$ cat src/design/skbb_pkg.sv
// Shared types and constants for the skip-bad-block page translator.
package skbb_pkg;

   // Field widths fixed by the interface
   localparam int PAGE_W     = 22;
   localparam int BLK_W      = 12;
   localparam int CNT_W      = 13;
   localparam int SHIFT_W    = 4;
   localparam int OFS_W      = 10;
   localparam int STATUS_W   = 2;
   localparam int ESTATE_W   = 2;
   localparam int ENTRY_W    = 3;
   localparam int CURR_W     = PAGE_W + 1;
   localparam int CSR_ADDR_W = 2;
   localparam int CSR_DATA_W = 13;
   localparam int REQ_DATA_W = 64;
   localparam int RSP_DATA_W = 40;

   // Largest shift honored, and the saturation point of block numbers
   localparam logic [SHIFT_W-1:0] SHIFT_MAX = 4'd10;
   localparam logic [CNT_W-1:0]   BLK_SAT   = 13'h1FFF;

   // Command codes carried on req_tuser
   localparam logic CMD_WRITE     = 1'b0;
   localparam logic CMD_TRANSLATE = 1'b1;

   // Table entry states
   localparam logic [ESTATE_W-1:0] ST_UNKNOWN = 2'd0;
   localparam logic [ESTATE_W-1:0] ST_GOOD    = 2'd1;
   localparam logic [ESTATE_W-1:0] ST_ERASED  = 2'd2;
   localparam logic [ESTATE_W-1:0] ST_BAD     = 2'd3;

   // Result status codes
   localparam logic [STATUS_W-1:0] STATUS_OK      = 2'd0;
   localparam logic [STATUS_W-1:0] STATUS_RANGE   = 2'd1;
   localparam logic [STATUS_W-1:0] STATUS_UNKNOWN = 2'd2;

   // Configuration register indexes
   localparam logic [CSR_ADDR_W-1:0] CSR_PAGES_LOG2  = 2'd0;
   localparam logic [CSR_ADDR_W-1:0] CSR_CHIP_BLOCKS = 2'd1;
   localparam logic [CSR_ADDR_W-1:0] CSR_BYPASS      = 2'd2;

   // Configuration reset values
   localparam logic [SHIFT_W-1:0] PAGES_LOG2_RST  = 4'd6;
   localparam logic [CNT_W-1:0]   CHIP_BLOCKS_RST = 13'd4096;

   // Controller to datapath commands
   typedef struct packed {
      logic clear;
      logic capture;
      logic write;
      logic setup;
      logic walk;
      logic emit;
   } ctrl_cmd_type;

   // Datapath to controller status
   typedef struct packed {
      logic is_write;
      logic clear_last;
      logic walk_end;
      logic out_free;
   } dp_status_type;

endpackage

$ cat src/design/skbb_ctrl.sv
// Sequencer for table clearing, entry writes and translation walks.
module skbb_ctrl (
   input  logic                    clock,
   input  logic                    reset,
   input  logic                    req_tvalid,
   output logic                    req_tready,
   input  skbb_pkg::dp_status_type status,
   output skbb_pkg::ctrl_cmd_type  cmd
);

   localparam logic [2:0] S_CLEAR = 3'd0;
   localparam logic [2:0] S_IDLE  = 3'd1;
   localparam logic [2:0] S_WRITE = 3'd2;
   localparam logic [2:0] S_SETUP = 3'd3;
   localparam logic [2:0] S_PRIME = 3'd4;
   localparam logic [2:0] S_WALK  = 3'd5;
   localparam logic [2:0] S_DONE  = 3'd6;

   logic [2:0] state_ff;
   logic [2:0] state_in;
   logic       accept;

   assign req_tready = (state_ff == S_IDLE);
   assign accept     = req_tvalid && req_tready;

   // Next state and commands
   always_comb begin
      state_in    = state_ff;
      cmd         = '0;
      case (state_ff)
         S_CLEAR: begin
            cmd.clear = 1'b1;
            if (status.clear_last) begin
               state_in = S_IDLE;
            end
         end
         S_IDLE: begin
            if (accept) begin
               cmd.capture = 1'b1;
               state_in    = S_SETUP;
            end
         end
         S_SETUP: begin
            if (status.is_write) begin
               state_in = S_WRITE;
            end else begin
               cmd.setup = 1'b1;
               state_in  = S_PRIME;
            end
         end
         S_WRITE: begin
            cmd.write = 1'b1;
            state_in  = S_DONE;
         end
         S_PRIME: begin
            state_in = S_WALK;
         end
         S_WALK: begin
            cmd.walk = 1'b1;
            if (status.walk_end) begin
               state_in = S_DONE;
            end
         end
         S_DONE: begin
            if (status.out_free) begin
               cmd.emit = 1'b1;
               state_in = S_IDLE;
            end
         end
         default: begin
            state_in = S_IDLE;
         end
      endcase
   end

   // State register
   always_ff @(posedge clock) begin
      if (reset) begin
         state_ff <= S_CLEAR;
      end else begin
         state_ff <= state_in;
      end
   end

endmodule

$ cat config.mk
export PLATFORM = sky130hd
export DESIGN_NAME = skbb_ctrl
export DESIGN_NICKNAME = d
export VERILOG_FILES = /design/src/design/skbb_pkg.sv /design/src/design/skbb_ctrl.sv
export SDC_FILE = /design/constraint.sdc
export NUM_CORES = 1
export LEC_CHECK = 0
export BUFFER_PORTS_ARGS = -buffer_cell sky130_fd_sc_hd__clkbuf_2
export CAP_MARGIN = 30
export CORE_AREA = 5 5 42 44
export DETAILED_ROUTE_END_ITERATION = 10
export DIE_AREA = 0 0 47 49
export SLEW_MARGIN = 5
export SYNTH_ARGS = -nofsm -noshare
export SYNTH_HDL_FRONTEND = slang
export SYNTH_SLANG_ARGS = --single-unit
$ cat constraint.sdc
create_clock -name clock -period 1.6 [get_ports clock]
set_input_delay 0.08 -clock clock [delete_from_list [all_inputs] [get_ports clock]]
set_output_delay 0.08 -clock clock [all_outputs]
set_load 0.1 [all_outputs]
==> results.sh, run 1 <==
export IMPL_ys_warn_count=0
export IMPL_globalRouteTotalUtil=0.0739
export IMPL_clock_skew_ps=0.300
export IMPL_seq_area_frac_synth=0.244
export IMPL_drtPass1Iterations=4
export IMPL_place_gp_congestion=0.671
export IMPL_syn_avg_cell_area_um2=7.70
export IMPL_holdPathEnd="state_ff[0]"
export IMPL_clk_latency_ps=230
export IMPL_hold_slack_ps=65.0
export IMPL_slew_headroom=0.816
export IMPL_min_path_type="in2reg"
export IMPL_synthesis_area_um2=246
export IMPL_final_antenna_net_count=0
export IMPL_r2r_start="state_ff[0]"
export IMPL_largest_reg_flops=3
export IMPL_setup_slack_ps=121
export IMPL_power_density_mw_per_mm2=1490
export IMPL_die_area_mm2=0.00230
export IMPL_antenna_found_initial=0
export IMPL_reg2reg_to="state_ff[0]"
export IMPL_synth_edf_count=0
export IMPL_synthMostInstantiatedCell="nor2_1"
export IMPL_worst_path_max_fanout=8
export IMPL_grt_pass1_wl_mm=1.20
export IMPL_p_leak_nw=0.186
export IMPL_routedWlPerCell_um=10.4
export IMPL_die_y_um=49
export IMPL_clock_tree_root_cell="clkbuf_4"
export IMPL_status="complete, no violations"
export IMPL_synthTopCellsByCount="nor2_1 (6), a21oi_1 (3), dfxtp_1 (3)"
export IMPL_reg_top3="state_ff (3)"
export IMPL_critPathArrivalTime_ps=1400
export IMPL_ir_worst_vdd_mv=0.792
export IMPL_min_from="reset"
export IMPL_io_buffers=13
export IMPL_finalHoldViolations=0
export IMPL_dp_hpwl_um=542
export IMPL_end_kind="output pin"
export IMPL_dp_cells=61
export IMPL_netlist_top_cells_area="dfxtp_1 (24%), nor2_1 (9.1%), a21oi_1 (6.1%), mux2_4 (6.1%), nand2b_1 (5.1%)"
export IMPL_critPathRequiredTime_ps=1520
export IMPL_synth_seq_cells=3
export IMPL_pre_cts_slack_ps=253
export IMPL_antenna_diode_count=0
export IMPL_core_mm2=0.00140
export IMPL_grt_pass1_vias=298
export IMPL_viasPerCell=4.37
export IMPL_synth_top_area_cell="dfxtp_1"
export IMPL_ys_flop_type="dfxtp_1"
export IMPL_vias=284
export IMPL_r2r_slack_ps=340
export IMPL_hold_depth=2
export IMPL_layout_drive_gt1_share=0.490
export IMPL_clkSinkCount=3
export IMPL_yosys_cell_types_count=20
export IMPL_tritoncts="done"
export IMPL_tightest_slew_ps=279
export IMPL_rsz0062_at_grt="false"
export IMPL_max_cap_violations=0
export IMPL_area_growth_synth_to_final_pct=88.3
export IMPL_slew_viol_final=0
export IMPL_clk_path_buf_depth=2
export IMPL_drtIter0Drc=5
export IMPL_final_nets=57
export IMPL_ios=14
export IMPL_synth_nets=39
export IMPL_critPathLaunchType="register"
export IMPL_drc=0
export IMPL_dieWidth_um=47
export IMPL_cts_buffers=3
export IMPL_grt_max_degree=11
export IMPL_num_rows=14
export IMPL_regMostFlops="state_ff"
export IMPL_critPathKind="reg2out"
export IMPL_rr_worst_depth=3
export IMPL_h_tree_depth=1
export IMPL_stdcell_count=65
export IMPL_period_minus_slack_ps=1480
export IMPL_grt_overflow=0
export IMPL_finalPower_mw=0.690
export IMPL_async_reset_ff_frac=0
export IMPL_clk_pin_slew_ps=40
export IMPL_syn_instance_count=32
export IMPL_setup_viol_count_final=0
export IMPL_fin_crit_sh=0.924
export IMPL_start_util=0.176
export IMPL_postCtsHoldBufs=0
export IMPL_yosysTopAreaCellShare=0.244
export IMPL_fmax_ghz=0.676
export IMPL_drt_wl_total_um=676
## per-layer routing
metal / part of all wire / track usage / wire, um
met1: 0.49 / 0.105 / 332
met2: 0.41 / 0.0814 / 280
met3: 0.093 / 0.0111 / 63
met4: 0 / 0.0829 / 0
met5: 0 / 0 / 0
## where the power goes
part / internal [mW] / total (mW) / switching [mW]
logic: 0.158 / 0.443 / 0.285
clock network: 0.0934 / 0.132 / 0.0386
registers: 0.0905 / 0.115 / 0.0245
## through the flow
stage               TNS [ps]  area, um2   util
CTS                        0        463  0.330
global placement           0        437  0.312
global route               0        464  0.331
finish                     0        464  0.331
floorplan               -513        263      -
detailed placement         0        437  0.312
## cell type report
| type | instances | area (um2) |
|---|---|---|
| clock buffers | 4 | 26.3 |
| inverters | 2 | 7.51 |
| repair buffers | 14 | 165 |
| multi-input cells | 26 | 184 |
| well taps | 16 | 20.0 |
| flip-flops and latches | 3 | 61.3 |
| fillers | 150 | 937 |
## layout by cell type, fill, tap and decap left out, types with 2 or more instances in the layout
cell / synthesis / final
buf_4: 0 / 2
nor2_2: 0 / 3
o21ai_0: 2 / 2
clkbuf_2: 0 / 6
nand2b_1: 2 / 2
inv_1: 2 / 2
dfxtp_1: 3 / 2
nor2_1: 6 / 2
buf_12: 0 / 6
clkbuf_4: 0 / 3
a21oi_1: 3 / 3
## how the worst max path moves through the flow
stage / to / depth (start not counted) / startpoint / slack, ps
after detailed placement: state_ff[0] / 3 / state_ff[0] / 250
after floorplan: cmd[3] / 2 / state_ff[2] / -270
after global placement: state_ff[0] / 3 / state_ff[0] / 250
after global routing: cmd[4] / 4 / state_ff[2] / 50
final: cmd[4] / 4 / state_ff[2] / 120
after CTS: cmd[4] / 4 / state_ff[2] / 50
## kinds of logic after synthesis
logic type,count (synthesis),synth area share
buf+inv,3,0.0762
simple gates,16,0.391
mux,1,0.0609
flops,3,0.244
compound gates,9,0.228
## timing repair
item                                    in CTS  in global routing
endpoints found under the setup margin       0                  1
resized for setup                            0                  2
setup buffers                                0                  0
## critical path, stage by stage, from the launching register on
cell,delay [ps]
dfxtp_1,360
or2_1,320
nor2_4,140
and2_2,180
buf_12,170
(Power assumes the default switching activity.)
==> run 2, diff against run 1 <==
--- a/config.mk
+++ b/config.mk
@@ -10,6 +10,7 @@
 export CORE_AREA = 5 5 42 44
 export DETAILED_ROUTE_END_ITERATION = 10
 export DIE_AREA = 0 0 47 49
+export HOLD_SLACK_MARGIN = 0.15
 export SLEW_MARGIN = 5
 export SYNTH_ARGS = -nofsm -noshare
 export SYNTH_HDL_FRONTEND = slang
==> results.sh, run 2 (synthesis gave the netlist of run 1 again) <==
export IMPL_slew_viol_final=0
export IMPL_setup_slack_ps=124
export IMPL_drtIter0Drc=3
export IMPL_routedWlPerCell_um=10.3
export IMPL_clk_path_buf_depth=2
export IMPL_vias=296
export IMPL_dp_cells=61
export IMPL_die_y_um=49
export IMPL_period_minus_slack_ps=1480
export IMPL_critPathArrivalTime_ps=1400
export IMPL_finalPower_mw=0.691
export IMPL_finalInstanceArea_um2=474
export IMPL_h_tree_depth=1
export IMPL_ir_worst_vdd_mv=0.791
export IMPL_critPathLaunchType="register"
export IMPL_critPathKind="reg2out"
export IMPL_slowest_delay_ps=360
export IMPL_cts_buffers=3
export IMPL_holdPathEnd="state_ff[1]"
export IMPL_reg2reg_to="state_ff[0]"
export IMPL_fmax_ghz=0.678
export IMPL_grt_pass1_wl_mm=1.22
export IMPL_area_growth_synth_to_final_pct=92.4
export IMPL_rsz0062_at_grt="false"
export IMPL_setup_viol_count_final=0
export IMPL_drt_wl_total_um=680
export IMPL_min_from="status[1]"
export IMPL_core_mm2=0.00140
export IMPL_p_leak_nw=0.190
export IMPL_regMostFlops="state_ff"
export IMPL_finalHoldViolations=0
export IMPL_clk_latency_ps=230
export IMPL_max_cap_violations=0
export IMPL_grt_max_degree=11
export IMPL_power_density_mw_per_mm2=1460
export IMPL_tritoncts="done"
export IMPL_clock_tree_root_cell="clkbuf_4"
export IMPL_globalRouteTotalUtil=0.0746
export IMPL_antenna_diode_count=0
export IMPL_fin_crit_sh=0.922
export IMPL_path_cells="or2_1, nor2_4, and2_2, buf_12"
export IMPL_worst_path_max_fanout=8
export IMPL_hold_depth=3
export IMPL_place_gp_congestion=0.671
export IMPL_grt_pass1_vias=298
export IMPL_min_path_type="in2reg"
export IMPL_dieWidth_um=47
export IMPL_viasPerCell=4.48
export IMPL_nFillCells=150
export IMPL_placed_area_um2=437
export IMPL_num_rows=14
export IMPL_grt_overflow=0
export IMPL_layout_common_cells="clkbuf_2 (6), buf_12 (6), nor2_2 (3), a21oi_1 (3), clkbuf_4 (3)"
export IMPL_status="complete, no violations"
export IMPL_drtPass1Iterations=2
export IMPL_drc=0
export IMPL_ios=14
export IMPL_dp_hpwl_um=542
export IMPL_die_area_mm2=0.00230
export IMPL_slew_headroom=0.816
export IMPL_largest_reg_flops=3
export IMPL_end_kind="output pin"
export IMPL_pre_cts_slack_ps=253
export IMPL_clk_pin_slew_ps=40
export IMPL_layout_drive_gt1_share=0.480
export IMPL_final_antenna_net_count=0
export IMPL_rr_worst_depth=3
export IMPL_reg_top3="state_ff (3)"
export IMPL_start_util=0.176
export IMPL_r2r_slack_ps=350
export IMPL_clock_skew_ps=0.218
export IMPL_critPathRequiredTime_ps=1520
export IMPL_io_buffers=13
export IMPL_stdcell_count=66
export IMPL_tightest_slew_ps=279
export IMPL_clkSinkCount=3
export IMPL_final_nets=58
export IMPL_cp_slowest_cell="dfxtp_1"
export IMPL_r2r_start="state_ff[0]"
export IMPL_antenna_found_initial=0
run 2: worst max-delay path by stage:
stage	slack, ps	depth (start not counted)	end	from
3_5_place_dp	250	3	state_ff[0]	state_ff[0]
3_3_place_gp	250	3	state_ff[0]	state_ff[0]
5_1_grt	50	4	cmd[4]	state_ff[2]
2_1_floorplan	-270	2	cmd[3]	state_ff[2]
4_1_cts	50	4	cmd[4]	state_ff[2]
6_report	120	4	cmd[4]	state_ff[2]
run 2: power by group:
part	internal (mW)	switching, mW
combinational	0.160	0.285
clock	0.0934	0.0386
sequential	0.0905	0.0242
run 2: critical path, delay by kind of cell, from the launching register on:
family,cells,cell delay (ps)
DFF,1,360
and+or+nand+nor,3,630
buffers and inverters,1,170
run 2: layer usage:
| layer | track usage | routed length, um |
|---|---|---|
| met5 | 0 | 0 |
| met4 | 0.0829 | 20 |
| met3 | 0.0111 | 64 |
| met2 | 0.0792 | 264 |
| met1 | 0.110 | 331 |
run 2: area by class of cell:
type / instances / area, um2 / share of cell area
Timing Repair Buffer: 15 / 175 / 0.369
Sequential cell: 3 / 61.3 / 0.129
Inverter: 2 / 7.51 / 0.0158
Multi-Input combinational cell: 26 / 184 / 0.388
Tap cell: 16 / 20.0 / 0.0422
Clock buffer: 4 / 26.3 / 0.0554
run 2: what timing repair did:
| item | in CTS | in global routing |
|---|---|---|
| setup endpoints to repair | 0 | 1 |
| gates resized for setup | 0 | 2 |
| hold buffers | 1 | 0 |
| buffers inserted | 0 | 0 |
| hold endpoints to repair | 3 | 0 |
run 2: per-stage QoR:
step                      TNS, ps  utilization  hold WS (ps)
after floorplan              -513            -           149
after global placement          0        0.312           303
after detailed placement        0        0.312           310
after CTS                       0        0.338           175
after global routing            0        0.338           199
final                           0        0.338           185
